### config.mk
export PLATFORM = sky130hd
export DESIGN_NAME = sorted_size_table_snap
export DESIGN_NICKNAME = d
export VERILOG_FILES = /design/src/hdl/ssts_pkg.sv /design/src/hdl/sorted_size_table_snap.sv /design/src/hdl/ssts_mem.sv /design/src/hdl/ssts_seq.sv
export SDC_FILE = /design/constraint.sdc
export NUM_CORES = 2
export LEC_CHECK = 0
export ABC_CLOCK_PERIOD_IN_PS = 6900
export BUFFER_PORTS_ARGS = -buffer_cell sky130_fd_sc_hd__clkbuf_2
export CORE_ASPECT_RATIO = 0.8
export CORE_MARGIN = 2
export CORE_UTILIZATION = 30
export DETAILED_ROUTE_END_ITERATION = 6
export PLACE_DENSITY = 0.4
export SKIP_CTS_REPAIR_TIMING = 1
export SYNTH_ARGS = -nofsm -noshare
export SYNTH_HDL_FRONTEND = slang
export SYNTH_HIERARCHICAL = 1
export SYNTH_SLANG_ARGS = --single-unit
### constraint.sdc
create_clock -name clk -period 6.9 [get_ports clk]
set_input_delay 0.345 -clock clk [delete_from_list [all_inputs] [get_ports clk]]
set_output_delay 0.345 -clock clk [all_outputs]
set_load 0.01 [all_outputs]
### src/hdl/ssts_pkg.sv
package ssts_pkg;

	// default geometry of the table
	localparam int TABLE_DEPTH_DEF = 64;
	localparam int SIZE_WIDTH_DEF  = 31;

	// fixed field widths
	localparam int CMD_W       = 2;
	localparam int STATUS_W    = 3;
	localparam int COUNT_OUT_W = 7;
	localparam int CFG_W       = 2;
	localparam int CFG_IDX_W   = 1;

	// command codes
	localparam logic [CMD_W-1:0] CMD_MAP    = 2'd0;
	localparam logic [CMD_W-1:0] CMD_INSERT = 2'd1;
	localparam logic [CMD_W-1:0] CMD_CLEAR  = 2'd2;

	// result status codes
	localparam logic [STATUS_W-1:0] ST_SNAPPED  = 3'd0;
	localparam logic [STATUS_W-1:0] ST_PASS     = 3'd1;
	localparam logic [STATUS_W-1:0] ST_CLAMPED  = 3'd2;
	localparam logic [STATUS_W-1:0] ST_INSERTED = 3'd3;
	localparam logic [STATUS_W-1:0] ST_FULL     = 3'd4;
	localparam logic [STATUS_W-1:0] ST_CLEARED  = 3'd5;

	// rounding modes
	localparam logic [1:0] RND_UP      = 2'd0;
	localparam logic [1:0] RND_NEAREST = 2'd1;
	localparam logic [1:0] RND_DOWN    = 2'd2;

	// configuration register indexes
	localparam logic [CFG_IDX_W-1:0] REG_ROUND_MODE = 1'b0;
	localparam logic [CFG_IDX_W-1:0] REG_MAP_ENABLE = 1'b1;

endpackage

### src/hdl/sorted_size_table_snap.sv
// Sorted size table with snapping of requested sizes.
// Input: pulse start with cmd and size_value while busy is low; the beat is taken
// at that edge. cmd selects map, insert or clear. Output: done is high for exactly
// one cycle with mapped_size, status and entry_count; the receiver cannot stall, so
// every result must be taken in that cycle. Configuration: cfg_wr_en with cfg_index
// and cfg_wdata writes round_mode (index 0) or map_enable (index 1), taken at once.
// Clear, passthrough and a full-table insert give done in the cycle after the
// accepting edge. A map reads the smallest entry (snap if at or below it), then the
// largest (clamp if above), then runs a binary search with one table read per probe
// through the single read port, and rounds. An insert moves each entry at or above
// the size up one place, one memory read and write each, then writes the size. busy
// stays high until the result is issued; the next item may start in the done cycle.
// Reset clears the entry count and the configuration (round up, mapping on); table
// contents are left as they are and only entries below the count are ever read.
module sorted_size_table_snap #(
	parameter int TABLE_DEPTH = ssts_pkg::TABLE_DEPTH_DEF,
	parameter int SIZE_WIDTH  = ssts_pkg::SIZE_WIDTH_DEF
) (
	input  logic                              clk,
	input  logic                              arst_n,
	input  logic                              start,
	output logic                              busy,
	input  logic [ssts_pkg::CMD_W-1:0]        cmd,
	input  logic [SIZE_WIDTH-1:0]             size_value,
	output logic                              done,
	output logic [SIZE_WIDTH-1:0]             mapped_size,
	output logic [ssts_pkg::STATUS_W-1:0]     status,
	output logic [ssts_pkg::COUNT_OUT_W-1:0]  entry_count,
	input  logic                              cfg_wr_en,
	input  logic [ssts_pkg::CFG_IDX_W-1:0]    cfg_index,
	input  logic [ssts_pkg::CFG_W-1:0]        cfg_wdata
);

	localparam int IW = $clog2(TABLE_DEPTH);

	logic [1:0]            round_mode_q;
	logic                  map_enable_q;
	logic                  rd_en, wr_en;
	logic [IW-1:0]         rd_addr, wr_addr;
	logic [SIZE_WIDTH-1:0] rd_data, wr_data;

	// hold the configuration registers
	always_ff @(posedge clk or negedge arst_n) begin
		if (!arst_n) begin
			round_mode_q <= ssts_pkg::RND_UP;
			map_enable_q <= 1'b1;
		end else if (cfg_wr_en) begin
			case (cfg_index)
				ssts_pkg::REG_ROUND_MODE: round_mode_q <= cfg_wdata;
				ssts_pkg::REG_MAP_ENABLE: map_enable_q <= cfg_wdata[0];
				default: ;
			endcase
		end
	end

	ssts_seq #(
		.TABLE_DEPTH(TABLE_DEPTH),
		.SIZE_WIDTH (SIZE_WIDTH)
	) u_seq (
		.clk        (clk),
		.arst_n     (arst_n),
		.start      (start),
		.busy       (busy),
		.cmd        (cmd),
		.size_value (size_value),
		.round_mode (round_mode_q),
		.map_enable (map_enable_q),
		.rd_en      (rd_en),
		.rd_addr    (rd_addr),
		.rd_data    (rd_data),
		.wr_en      (wr_en),
		.wr_addr    (wr_addr),
		.wr_data    (wr_data),
		.done       (done),
		.mapped_size(mapped_size),
		.status     (status),
		.entry_count(entry_count)
	);

	ssts_mem #(
		.TABLE_DEPTH(TABLE_DEPTH),
		.SIZE_WIDTH (SIZE_WIDTH)
	) u_mem (
		.clk    (clk),
		.rd_en  (rd_en),
		.rd_addr(rd_addr),
		.rd_data(rd_data),
		.wr_en  (wr_en),
		.wr_addr(wr_addr),
		.wr_data(wr_data)
	);

endmodule

### src/hdl/ssts_mem.sv
module ssts_mem #(
	parameter int TABLE_DEPTH = ssts_pkg::TABLE_DEPTH_DEF,
	parameter int SIZE_WIDTH  = ssts_pkg::SIZE_WIDTH_DEF
) (
	input  logic                           clk,
	input  logic                           rd_en,
	input  logic [$clog2(TABLE_DEPTH)-1:0] rd_addr,
	output logic [SIZE_WIDTH-1:0]          rd_data,
	input  logic                           wr_en,
	input  logic [$clog2(TABLE_DEPTH)-1:0] wr_addr,
	input  logic [SIZE_WIDTH-1:0]          wr_data
);

	logic [SIZE_WIDTH-1:0] mem [TABLE_DEPTH];
	logic [SIZE_WIDTH-1:0] rd_data_q;

	// one write port, one registered read port
	always_ff @(posedge clk) begin
		if (wr_en) begin
			mem[wr_addr] <= wr_data;
		end
		if (rd_en) begin
			rd_data_q <= mem[rd_addr];
		end
	end

	assign rd_data = rd_data_q;

endmodule

### src/hdl/ssts_seq.sv
module ssts_seq #(
	parameter int TABLE_DEPTH = ssts_pkg::TABLE_DEPTH_DEF,
	parameter int SIZE_WIDTH  = ssts_pkg::SIZE_WIDTH_DEF
) (
	input  logic                              clk,
	input  logic                              arst_n,
	input  logic                              start,
	output logic                              busy,
	input  logic [ssts_pkg::CMD_W-1:0]        cmd,
	input  logic [SIZE_WIDTH-1:0]             size_value,
	input  logic [1:0]                        round_mode,
	input  logic                              map_enable,
	output logic                              rd_en,
	output logic [$clog2(TABLE_DEPTH)-1:0]    rd_addr,
	input  logic [SIZE_WIDTH-1:0]             rd_data,
	output logic                              wr_en,
	output logic [$clog2(TABLE_DEPTH)-1:0]    wr_addr,
	output logic [SIZE_WIDTH-1:0]             wr_data,
	output logic                              done,
	output logic [SIZE_WIDTH-1:0]             mapped_size,
	output logic [ssts_pkg::STATUS_W-1:0]     status,
	output logic [ssts_pkg::COUNT_OUT_W-1:0]  entry_count
);

	localparam int IW = $clog2(TABLE_DEPTH);
	localparam int CW = $clog2(TABLE_DEPTH + 1);

	typedef enum logic [6:0] {
		S_IDLE   = 7'b0000001,
		S_FIRST  = 7'b0000010,
		S_LAST   = 7'b0000100,
		S_SEARCH = 7'b0001000,
		S_ROUND  = 7'b0010000,
		S_CHK    = 7'b0100000,
		S_PUT    = 7'b1000000
	} state_t;

	state_t                         state_q, state_d;
	logic [SIZE_WIDTH-1:0]          v_q, v_d;
	logic [CW-1:0]                  count_q, count_d;
	logic [IW-1:0]                  lo_q, lo_d, hi_q, hi_d, mid_q, mid_d, j_q, j_d;
	logic [SIZE_WIDTH-1:0]          below_q, below_d, above_q, above_d;
	logic                           done_q, done_d;
	logic [SIZE_WIDTH-1:0]          mapped_q, mapped_d;
	logic [ssts_pkg::STATUS_W-1:0]  status_q, status_d;

	logic                  v_gt_rd;
	logic [IW-1:0]         step_lo, step_hi, step_mid, last_idx;
	logic                  step_open;
	logic [SIZE_WIDTH-1:0] dist_lo, dist_hi, rounded;

	// compare against the beat just read, narrow the search window
	assign v_gt_rd   = v_q > rd_data;
	assign last_idx  = IW'(count_q - CW'(1));
	assign step_lo   = (state_q == S_LAST) ? '0 : (v_gt_rd ? mid_q : lo_q);
	assign step_hi   = (state_q == S_LAST) ? last_idx : (v_gt_rd ? hi_q : mid_q);
	assign step_mid  = IW'(({1'b0, step_lo} + {1'b0, step_hi}) >> 1);
	assign step_open = (step_hi - step_lo) > IW'(1);

	// pick between the two neighbours; a tie goes down
	assign dist_lo = v_q - below_q;
	assign dist_hi = above_q - v_q;
	always_comb begin
		case (round_mode)
			ssts_pkg::RND_UP:      rounded = above_q;
			ssts_pkg::RND_NEAREST: rounded = (dist_lo > dist_hi) ? above_q : below_q;
			ssts_pkg::RND_DOWN:    rounded = (v_q == above_q) ? above_q : below_q;
			default:               rounded = above_q;
		endcase
	end

	// sequencer: memory requests and next state
	always_comb begin
		state_d  = state_q;
		v_d      = v_q;
		count_d  = count_q;
		lo_d     = lo_q;
		hi_d     = hi_q;
		mid_d    = mid_q;
		j_d      = j_q;
		below_d  = below_q;
		above_d  = above_q;
		done_d   = 1'b0;
		mapped_d = mapped_q;
		status_d = status_q;
		rd_en    = 1'b0;
		rd_addr  = '0;
		wr_en    = 1'b0;
		wr_addr  = j_q;
		wr_data  = v_q;
		case (state_q)
			S_IDLE: begin
				if (start) begin
					v_d      = size_value;
					mapped_d = size_value;
					case (cmd)
						ssts_pkg::CMD_MAP: begin
							if (count_q == '0 || !map_enable) begin
								done_d   = 1'b1;
								status_d = ssts_pkg::ST_PASS;
							end else begin
								rd_en   = 1'b1;
								rd_addr = '0;
								state_d = S_FIRST;
							end
						end
						ssts_pkg::CMD_INSERT: begin
							if (count_q == CW'(TABLE_DEPTH)) begin
								done_d   = 1'b1;
								status_d = ssts_pkg::ST_FULL;
							end else if (count_q == '0) begin
								j_d     = '0;
								state_d = S_PUT;
							end else begin
								rd_en   = 1'b1;
								rd_addr = last_idx;
								j_d     = IW'(count_q);
								state_d = S_CHK;
							end
						end
						ssts_pkg::CMD_CLEAR: begin
							count_d  = '0;
							done_d   = 1'b1;
							status_d = ssts_pkg::ST_CLEARED;
						end
						default: begin
							done_d   = 1'b1;
							status_d = ssts_pkg::ST_PASS;
						end
					endcase
				end
			end
			S_FIRST: begin
				if (!v_gt_rd) begin
					done_d   = 1'b1;
					mapped_d = rd_data;
					status_d = ssts_pkg::ST_SNAPPED;
					state_d  = S_IDLE;
				end else begin
					below_d = rd_data;
					rd_en   = 1'b1;
					rd_addr = last_idx;
					state_d = S_LAST;
				end
			end
			S_LAST, S_SEARCH: begin
				if (state_q == S_LAST && v_gt_rd) begin
					done_d   = 1'b1;
					mapped_d = rd_data;
					status_d = ssts_pkg::ST_CLAMPED;
					state_d  = S_IDLE;
				end else begin
					if (state_q == S_LAST || !v_gt_rd) begin
						above_d = rd_data;
					end else begin
						below_d = rd_data;
					end
					lo_d = step_lo;
					hi_d = step_hi;
					if (step_open) begin
						mid_d   = step_mid;
						rd_en   = 1'b1;
						rd_addr = step_mid;
						state_d = S_SEARCH;
					end else begin
						state_d = S_ROUND;
					end
				end
			end
			S_ROUND: begin
				done_d   = 1'b1;
				mapped_d = rounded;
				status_d = ssts_pkg::ST_SNAPPED;
				state_d  = S_IDLE;
			end
			S_CHK: begin
				wr_en = 1'b1;
				if (rd_data >= v_q) begin
					// move an entry not below the new size up one place and read the next one down, if any
					wr_data = rd_data;
					j_d     = j_q - IW'(1);
					if (j_q == IW'(1)) begin
						state_d = S_PUT;
					end else begin
						rd_en   = 1'b1;
						rd_addr = j_q - IW'(2);
					end
				end else begin
					count_d  = count_q + CW'(1);
					done_d   = 1'b1;
					status_d = ssts_pkg::ST_INSERTED;
					state_d  = S_IDLE;
				end
			end
			S_PUT: begin
				wr_en    = 1'b1;
				count_d  = count_q + CW'(1);
				done_d   = 1'b1;
				status_d = ssts_pkg::ST_INSERTED;
				state_d  = S_IDLE;
			end
			default: begin
				state_d = S_IDLE;
			end
		endcase
	end

	// control state
	always_ff @(posedge clk or negedge arst_n) begin
		if (!arst_n) begin
			state_q <= S_IDLE;
			count_q <= '0;
			done_q  <= 1'b0;
		end else begin
			state_q <= state_d;
			count_q <= count_d;
			done_q  <= done_d;
		end
	end

	// payload
	always_ff @(posedge clk) begin
		v_q      <= v_d;
		lo_q     <= lo_d;
		hi_q     <= hi_d;
		mid_q    <= mid_d;
		j_q      <= j_d;
		below_q  <= below_d;
		above_q  <= above_d;
		mapped_q <= mapped_d;
		status_q <= status_d;
	end

	assign busy        = (state_q != S_IDLE);
	assign done        = done_q;
	assign mapped_size = mapped_q;
	assign status      = status_q;
	assign entry_count = ssts_pkg::COUNT_OUT_W'(count_q);

	a_done_idle: assert property (@(posedge clk) disable iff (!arst_n)
		done_q |-> state_q == S_IDLE)
		else $error("result beat while sequencer busy");

	a_count_bound: assert property (@(posedge clk) disable iff (!arst_n)
		count_q <= CW'(TABLE_DEPTH))
		else $error("entry count beyond table depth");

	a_write_insert: assert property (@(posedge clk) disable iff (!arst_n)
		wr_en |-> (state_q == S_CHK || state_q == S_PUT))
		else $error("table write outside insertion");

	a_search_window: assert property (@(posedge clk) disable iff (!arst_n)
		state_q == S_SEARCH |-> (lo_q < mid_q && mid_q < hi_q))
		else $error("search probe outside window");

	a_insert_count: assert property (@(posedge clk) disable iff (!arst_n)
		(done_q && status_q == ssts_pkg::ST_INSERTED) |-> count_q == $past(count_q) + CW'(1))
		else $error("insert did not grow the table by one");

endmodule
[Yosys cells after proc, flatten, opt, wreduce, memory -nomap -nowiden]
Memories as Yosys holds them, arrays and structs flattened. A register that Yosys moved wholly into a read port is not among the register bits.
Index checks and enable logic that the tools add are counted.
Operators by class
  add/subtract/negate cells: 8
  order comparisons: 4
  equality and inequality tests: 32
  muxes and demuxes: 78
  bitwise operators: 2
  reduce and logical (&&, ||, !) cells: 27
Operators by type and width (count)
  two-way mux 31 bit: 10
  one-hot mux 31 bit (2 select lines): 2
  one-hot mux 31 bit (4 select lines): 1
  two-way mux 6 bit: 18
  two-way mux 7 bit: 10
  greater-than comparator 31 bit: 2
  subtractor 31 bit: 2
  equality test 31 bit: 1
  greater-or-equal comparator 31 bit: 1
  one-hot mux 7 bit (4 select lines): 1
  one-hot mux 6 bit (4 select lines): 1
  two-way mux 3 bit: 7
  one-hot mux 7 bit (3 select lines): 1
  two-way mux 1 bit: 18
  one-hot mux 3 bit (6 select lines): 1
  inequality test 2 bit (second input constant): 8
  equality test 7 bit (second input constant): 2
  one-hot mux 7 bit (2 select lines): 1
  inequality test 3 bit (second input constant): 4
  one-hot mux 6 bit (2 select lines): 1
  AND reduction 4 bit: 3
  subtractor 6 x 1 -> 6 bit (second input constant): 2
  AND reduction 5 bit: 2
  one-hot mux 3 bit (3 select lines): 1
  other kinds (35): 51
Storage, ports and cells
  bits in registers: 169
  memory bits (writable): 1984
  bits of input ports: 40
  logic and storage cells: 166
  memories: 1
Memories
  u_mem.mem: depth 64, width 31, rd ports 1, clocked after memory_dff 1, wr ports 1, line ssts_mem.sv:14  | logic [SIZE_WIDTH-1:0] mem [TABLE_DEPTH];

[Depth between registers and ports, before layout]
  word-level depth: 8
  mapped depth: 31
  depth with buffers taken out: 25

[Hierarchy]
Netlist, hierarchy kept.
Modules (own cells, without submodules)
  ssts_mem: instances 1, cells each 3423, area an instance 76812.4 um2, sequential area each 60508.0 um2
  ssts_seq: instances 1, cells each 1498, area an instance 13715.7 um2, sequential area each 4911.0 um2
  sorted_size_table_snap: instances 1, cells each 8, area an instance 131.4 um2, sequential area each 76.3 um2

[Least setup slack after synthesis]
No wires, ideal clock.
  path kind: reg2reg
  start point: register u_seq.v_q[1]
  end point: register u_mem.rd_data_q[10], in the netlist u_mem/rd_data[10], read port of u_mem.mem (data pin)
  data arrival time: 5.884 ns
  data required time: 6.639 ns
  path slack: 0.756 ns
  cell stages (with the launch flop): 29
  path buffers: 4
  clock period less this slack: 6.144 ns
  cell sequence: edfxtp_1 inv_1 ha_1 nor2b_1 o21a_1 o21bai_1 a311oi_1 o21ai_1 nand2_1 buf_2 mux2i_1 or2_2 ha_1 nor2b_1 o21ai_0 a21boi_0 o21a_1 or3_1 nand4b_1 o211ai_1 o221ai_1 buf_6 buf_6 buf_2 mux4_2 mux2i_1 nor2_1 a311oi_1 nor2_1
On the way
  cells in the longest elaborated chain, start to end: 8
RTL lines
  start: declaration: line ssts_seq.sv:39  | logic [SIZE_WIDTH-1:0] v_q, v_d;
  start signal: assignment: line ssts_seq.sv:223  | v_q <= v_d;
  greater-than comparator 31 bit: line ssts_seq.sv:53  | assign v_gt_rd = v_q > rd_data;
  two-way mux 6 bit (on tied branches) (2 in series): line ssts_seq.sv:56, ssts_seq.sv:55
  subtractor 6 bit: line ssts_seq.sv:58  | assign step_open = (step_hi - step_lo) > IW'(1);
  greater-than comparator 6 x 1 -> 1 bit: line ssts_seq.sv:58
  two-way mux 6 bit: line ssts_seq.sv:160  | if (step_open) begin
  two-way mux 6 bit: line ssts_seq.sv:147  | if (state_q == S_LAST && v_gt_rd) begin
  one-hot mux 6 bit (4 select lines) (*): line ssts_seq.sv:91  | case (state_q)
  net rd_addr[0]: line sorted_size_table_snap.sv:39  | logic [IW-1:0] rd_addr, wr_addr;
  end: declaration: line ssts_mem.sv:15  | logic [SIZE_WIDTH-1:0] rd_data_q;
The timed path passes the listed nets; every way through them passes the cells marked *.
A chain may end at the register's enable or synchronous reset.

[Worst setup path after layout]
  start point: register u_mem.rd_data_q[16], in the netlist u_mem/rd_data[16], read port of u_mem.mem
  end point: register u_mem.rd_data_q[15], in the netlist u_mem/rd_data[15], read port of u_mem.mem (data pin)
On the way
  cells in the longest elaborated chain, start to end: 8
RTL lines
  greater-than comparator 31 bit (*): line ssts_seq.sv:53
  two-way mux 6 bit (*) (2 in series): line ssts_seq.sv:56  | assign step_hi = (state_q == S_LAST) ? last_idx : (v_gt_rd ? hi_q : mid_q);
  net u_seq.step_hi[1]: line ssts_seq.sv:48  | logic [IW-1:0] step_lo, step_hi, step_mid, last_idx;
  subtractor 6 bit: line ssts_seq.sv:58
  greater-than comparator 6 x 1 -> 1 bit: line ssts_seq.sv:58
  two-way mux 6 bit (*): line ssts_seq.sv:160
  two-way mux 6 bit (*): line ssts_seq.sv:147
  one-hot mux 6 bit (4 select lines) (*): line ssts_seq.sv:91
  net rd_addr[2]: line sorted_size_table_snap.sv:39
Marks and branches as above.

==> results.sh <==
export IMPL_dr_pass1_iters=5
export IMPL_grt_overflow=0
export IMPL_internal_power_uw=24100
export IMPL_hpwlAfterDp_mm=199
export IMPL_initial_core_util=0.302
export IMPL_finClkSkew_ps=80.6
export IMPL_clock_latency_ps=920
export IMPL_whs_ps=-13.3
export IMPL_power_frac_comb=0.150
export IMPL_r2r_start="u_mem/rd_data[16]"
export IMPL_tritoncts="yes"
export IMPL_hold_violations=1
export IMPL_slew_headroom=0.113
export IMPL_crit_family="compound AO/OA/AOI/OAI gates"
export IMPL_violations="negative hold slack, negative setup slack"
export IMPL_grt_setup_unrepaired="yes"
export IMPL_place_ws_ps=-2060
export IMPL_clkSlewWorstSetupHoldPaths_ps=60
export IMPL_cts_sinks=2184
export IMPL_synth_area_per_cell_sq_um=18.4
export IMPL_fin_ws_ps=-24.3
export IMPL_synth_xor_area_frac=0.00705
export IMPL_cp_depth=32
export IMPL_cts_root_buf="clkbuf_16"
export IMPL_drt_iter0_drc=5659
export IMPL_cap_violations=0
export IMPL_critPathArrivalTime_ps=7630
export IMPL_path_buf_inv=9
export IMPL_synthesis_nets=5118
export IMPL_gp_congestion=0.824
export IMPL_vias_per_cell=5.19
export IMPL_area_delta_synth_final_pct=23.2
export IMPL_grt_pass1_vias=50678
export IMPL_fmax_mhz=144
export IMPL_end_kind="flop"
export IMPL_synth_seq_cells=2184
export IMPL_die_y_um=496
export IMPL_io_pins=83
export IMPL_nets=5971
export IMPL_cp_max_fo=17
export IMPL_fin_util=0.372
export IMPL_critical_path_max_stage_delay_ps=420
export IMPL_synthAdderAreaFrac=0.0209
export IMPL_fillers=27811
export IMPL_p_leak_uw=0.0361
export IMPL_drive_gt1_frac=0.312
export IMPL_synthSimpleGateAreaFrac=0.0378
export IMPL_synth_cells=4929
export IMPL_power_switching_uw=8470
export IMPL_ir_drop_uv=203
export IMPL_final_cell_area_sq_um=112000
export IMPL_rows=180
export IMPL_endpoint="u_mem/rd_data[15]"
export IMPL_cts_buffers=235
export IMPL_dieArea_sq_um=307000
export IMPL_antenna_found_initial=25
export IMPL_crit_top_cell="buf_12"
export IMPL_port_buffers=82
export IMPL_synth_edf_count=2166
export IMPL_synth_compound_area_frac=0.0576
export IMPL_synthFlopType="edfxtp_1"
export IMPL_critPathLaunch="u_mem/rd_data[16]"
export IMPL_drc=0
export IMPL_gr_usage_all_layers=0.197
export IMPL_seqPwrFrac=0.462
export IMPL_dieWidth_um=619
export IMPL_wirelength_mm=309
export IMPL_grt_pass1_wl_mm=420
export IMPL_core_sq_um=301000
export IMPL_drv_slew=0
export IMPL_p_per_area_nw_per_um2=292
export IMPL_crit_type="reg -> reg"
export IMPL_clockBufferDepth=4
export IMPL_ys_seq_area_frac=0.722
export IMPL_ys_warnings_count=6
export IMPL_synth_top_family_by_area="multiplexers"
export IMPL_r2r_slack_ps=-20
export IMPL_vias=51720
export IMPL_synth_area_sq_um=90700
export IMPL_swShare=0.260
export IMPL_timing_final_crit_share=1.00
export IMPL_h_tree_depth=4
export IMPL_final_setup_viol_count=1
export IMPL_place_area_sq_um=102000
export IMPL_required_ps=7610
export IMPL_tightest_slew_ps=1330
export IMPL_start_kind="flop"
export IMPL_outcome="finished, violations left"
export IMPL_timing_rr_end="u_mem/rd_data[15]"
export IMPL_synthMuxAreaShare=0.134
export IMPL_grt_max_degree=65
export IMPL_min_path_type="in -> reg"
export IMPL_period_minus_slack_ps=6920
export IMPL_wire_per_inst_um=31.0
export IMPL_rr_worst_depth=32
export IMPL_p_clk_frac=0.388
export IMPL_tns_ps=-24.3
export IMPL_async_flop_share=0.00824
export IMPL_drtAntennaViolNets=0
export IMPL_cp_slowest_cell="edfxtp_1"
export IMPL_yosysUniqueCellTypes=89
cells in the mapped netlist, types with 12 or more instances:
cell,count,share of area
a21o_1,44,0.0036
xnor2_1,44,0.0043
xor2_1,29,0.0028
o21bai_1,12,0.00099
nor2_1,193,0.0080
buf_4,50,0.0041
ha_1,145,0.020
a221oi_1,41,0.0040
a22oi_1,155,0.013
nand2_1,145,0.0060
or2_2,16,0.0011
nand4_1,44,0.0030
edfxtp_1,2166,0.72
o21ai_0,177,0.0098
nor3_1,52,0.0029
nand2b_1,42,0.0029
nor2b_1,54,0.0037
nand3b_1,13,0.0011
and3_1,19,0.0013
inv_1,141,0.0058
o22ai_1,72,0.0050
buf_2,72,0.0040
nand3_1,53,0.0029
clkbuf_1,105,0.0043
dfrtp_1,16,0.0044
mux4_2,417,0.10
a311oi_1,22,0.0021
o221ai_1,14,0.0014
a21boi_0,34,0.0028
o211ai_1,15,0.0012
a21oi_1,83,0.0046
a22o_1,20,0.0019
mux2i_1,241,0.027
buf_1,13,0.00054
area by class of cell:
type / instances / area, sq um / share of cell area
flip-flops and latches: 2184 / 65500 / 0.586
multi-input cells: 2351 / 25100 / 0.225
well taps: 4004 / 5010 / 0.0448
clock buffers: 276 / 6080 / 0.0544
inverters: 142 / 533 / 0.00477
diodes: 10 / 25.0 / 0.000224
clock inverters: 139 / 1420 / 0.0127
repair buffers: 868 / 8070 / 0.0722
stage by stage:
stage | power, uW | hold slack (ps) | std cells
floorplan | 17500 | 49.4 | 4929
global placement | 19900 | 352 | 9431
detailed placement | 19900 | 358 | 9432
CTS | 32600 | -634 | 9847
global route | 33700 | 2.01 | 9965
finish | 32600 | -13.3 | 9974
worst min path at each step:
stage | start | to | slack (ps) | cells past startpoint
after floorplan | arst_n | round_mode_q[0] | 50 | 0
after global placement | arst_n | u_seq/done | 350 | 1
after detailed placement | arst_n | round_mode_q[1] | 360 | 1
after CTS | arst_n | round_mode_q[1] | -630 | 1
after global routing | cmd[1] | u_seq/status[2] | 2 | 4
final | cmd[1] | u_seq/status[2] | -10 | 4
cells by family (layout without fill, tap and decap cells):
logic type / after synthesis / in the layout
other: 0 / 10
flip-flops: 2184 / 2184
adder cells (fa/ha/maj): 149 / 149
buffers and inverters: 394 / 1425
multiplexers: 673 / 673
AND/OR/NAND/NOR: 689 / 689
XOR/XNOR: 73 / 73
AO/OA/AOI/OAI: 767 / 767
power groups by stage:
| stage | Sequential (uW) | Clock [uW] | Combinational (uW) |
|---|---|---|---|
| after global placement | 15300 | 0 | 4620 |
| after global routing | 15000 | 13500 | 5220 |
| after CTS | 15000 | 13000 | 4630 |
| after detailed placement | 15300 | 0 | 4620 |
| final | 15000 | 12600 | 4900 |
| after floorplan | 15400 | 0 | 2120 |
tightest hold or removal path: cells and delay by family:
kind,cells,cell delay [ps]
and+or+nand+nor,1,130
adders and majority gates,1,120
buffers and inverters,2,180
registers in the layout, summed over array words and instances (netlist names), 7 cells and up:
signal / flops
u_seq/v_q: 31
u_mem/rd_data: 31
u_seq/above_q: 31
u_seq/mapped_size: 31
u_seq/below_q: 31
u_mem/mem: 1984
u_seq/state_q: 7
u_seq/entry_count: 7
placed cells by master, fill, tap and decap left out, types with 52 or more instances in the layout:
cell type and instances:
mux2i_1 222, mux4_2 417, clkbuf_16 247, o22ai_1 70, buf_12 90, buf_4 603, nor2_4 73, inv_1 139
ha_1 139, a21oi_1 77, o21ai_0 121, nand2_1 142, clkbuf_2 82, a22oi_1 133, nor3_1 52, nor2_1 105
edfxtp_1 2166
routing by layer:
metal / GRT usage / part of all wire
met2: 0.288 / 0.43
met3: 0.0367 / 0.069
met5: 0 / 0.00012
met4: 0.0490 / 0.024
met1: 0.299 / 0.48
No activity file was read; power rests on OpenSTA's default activity.
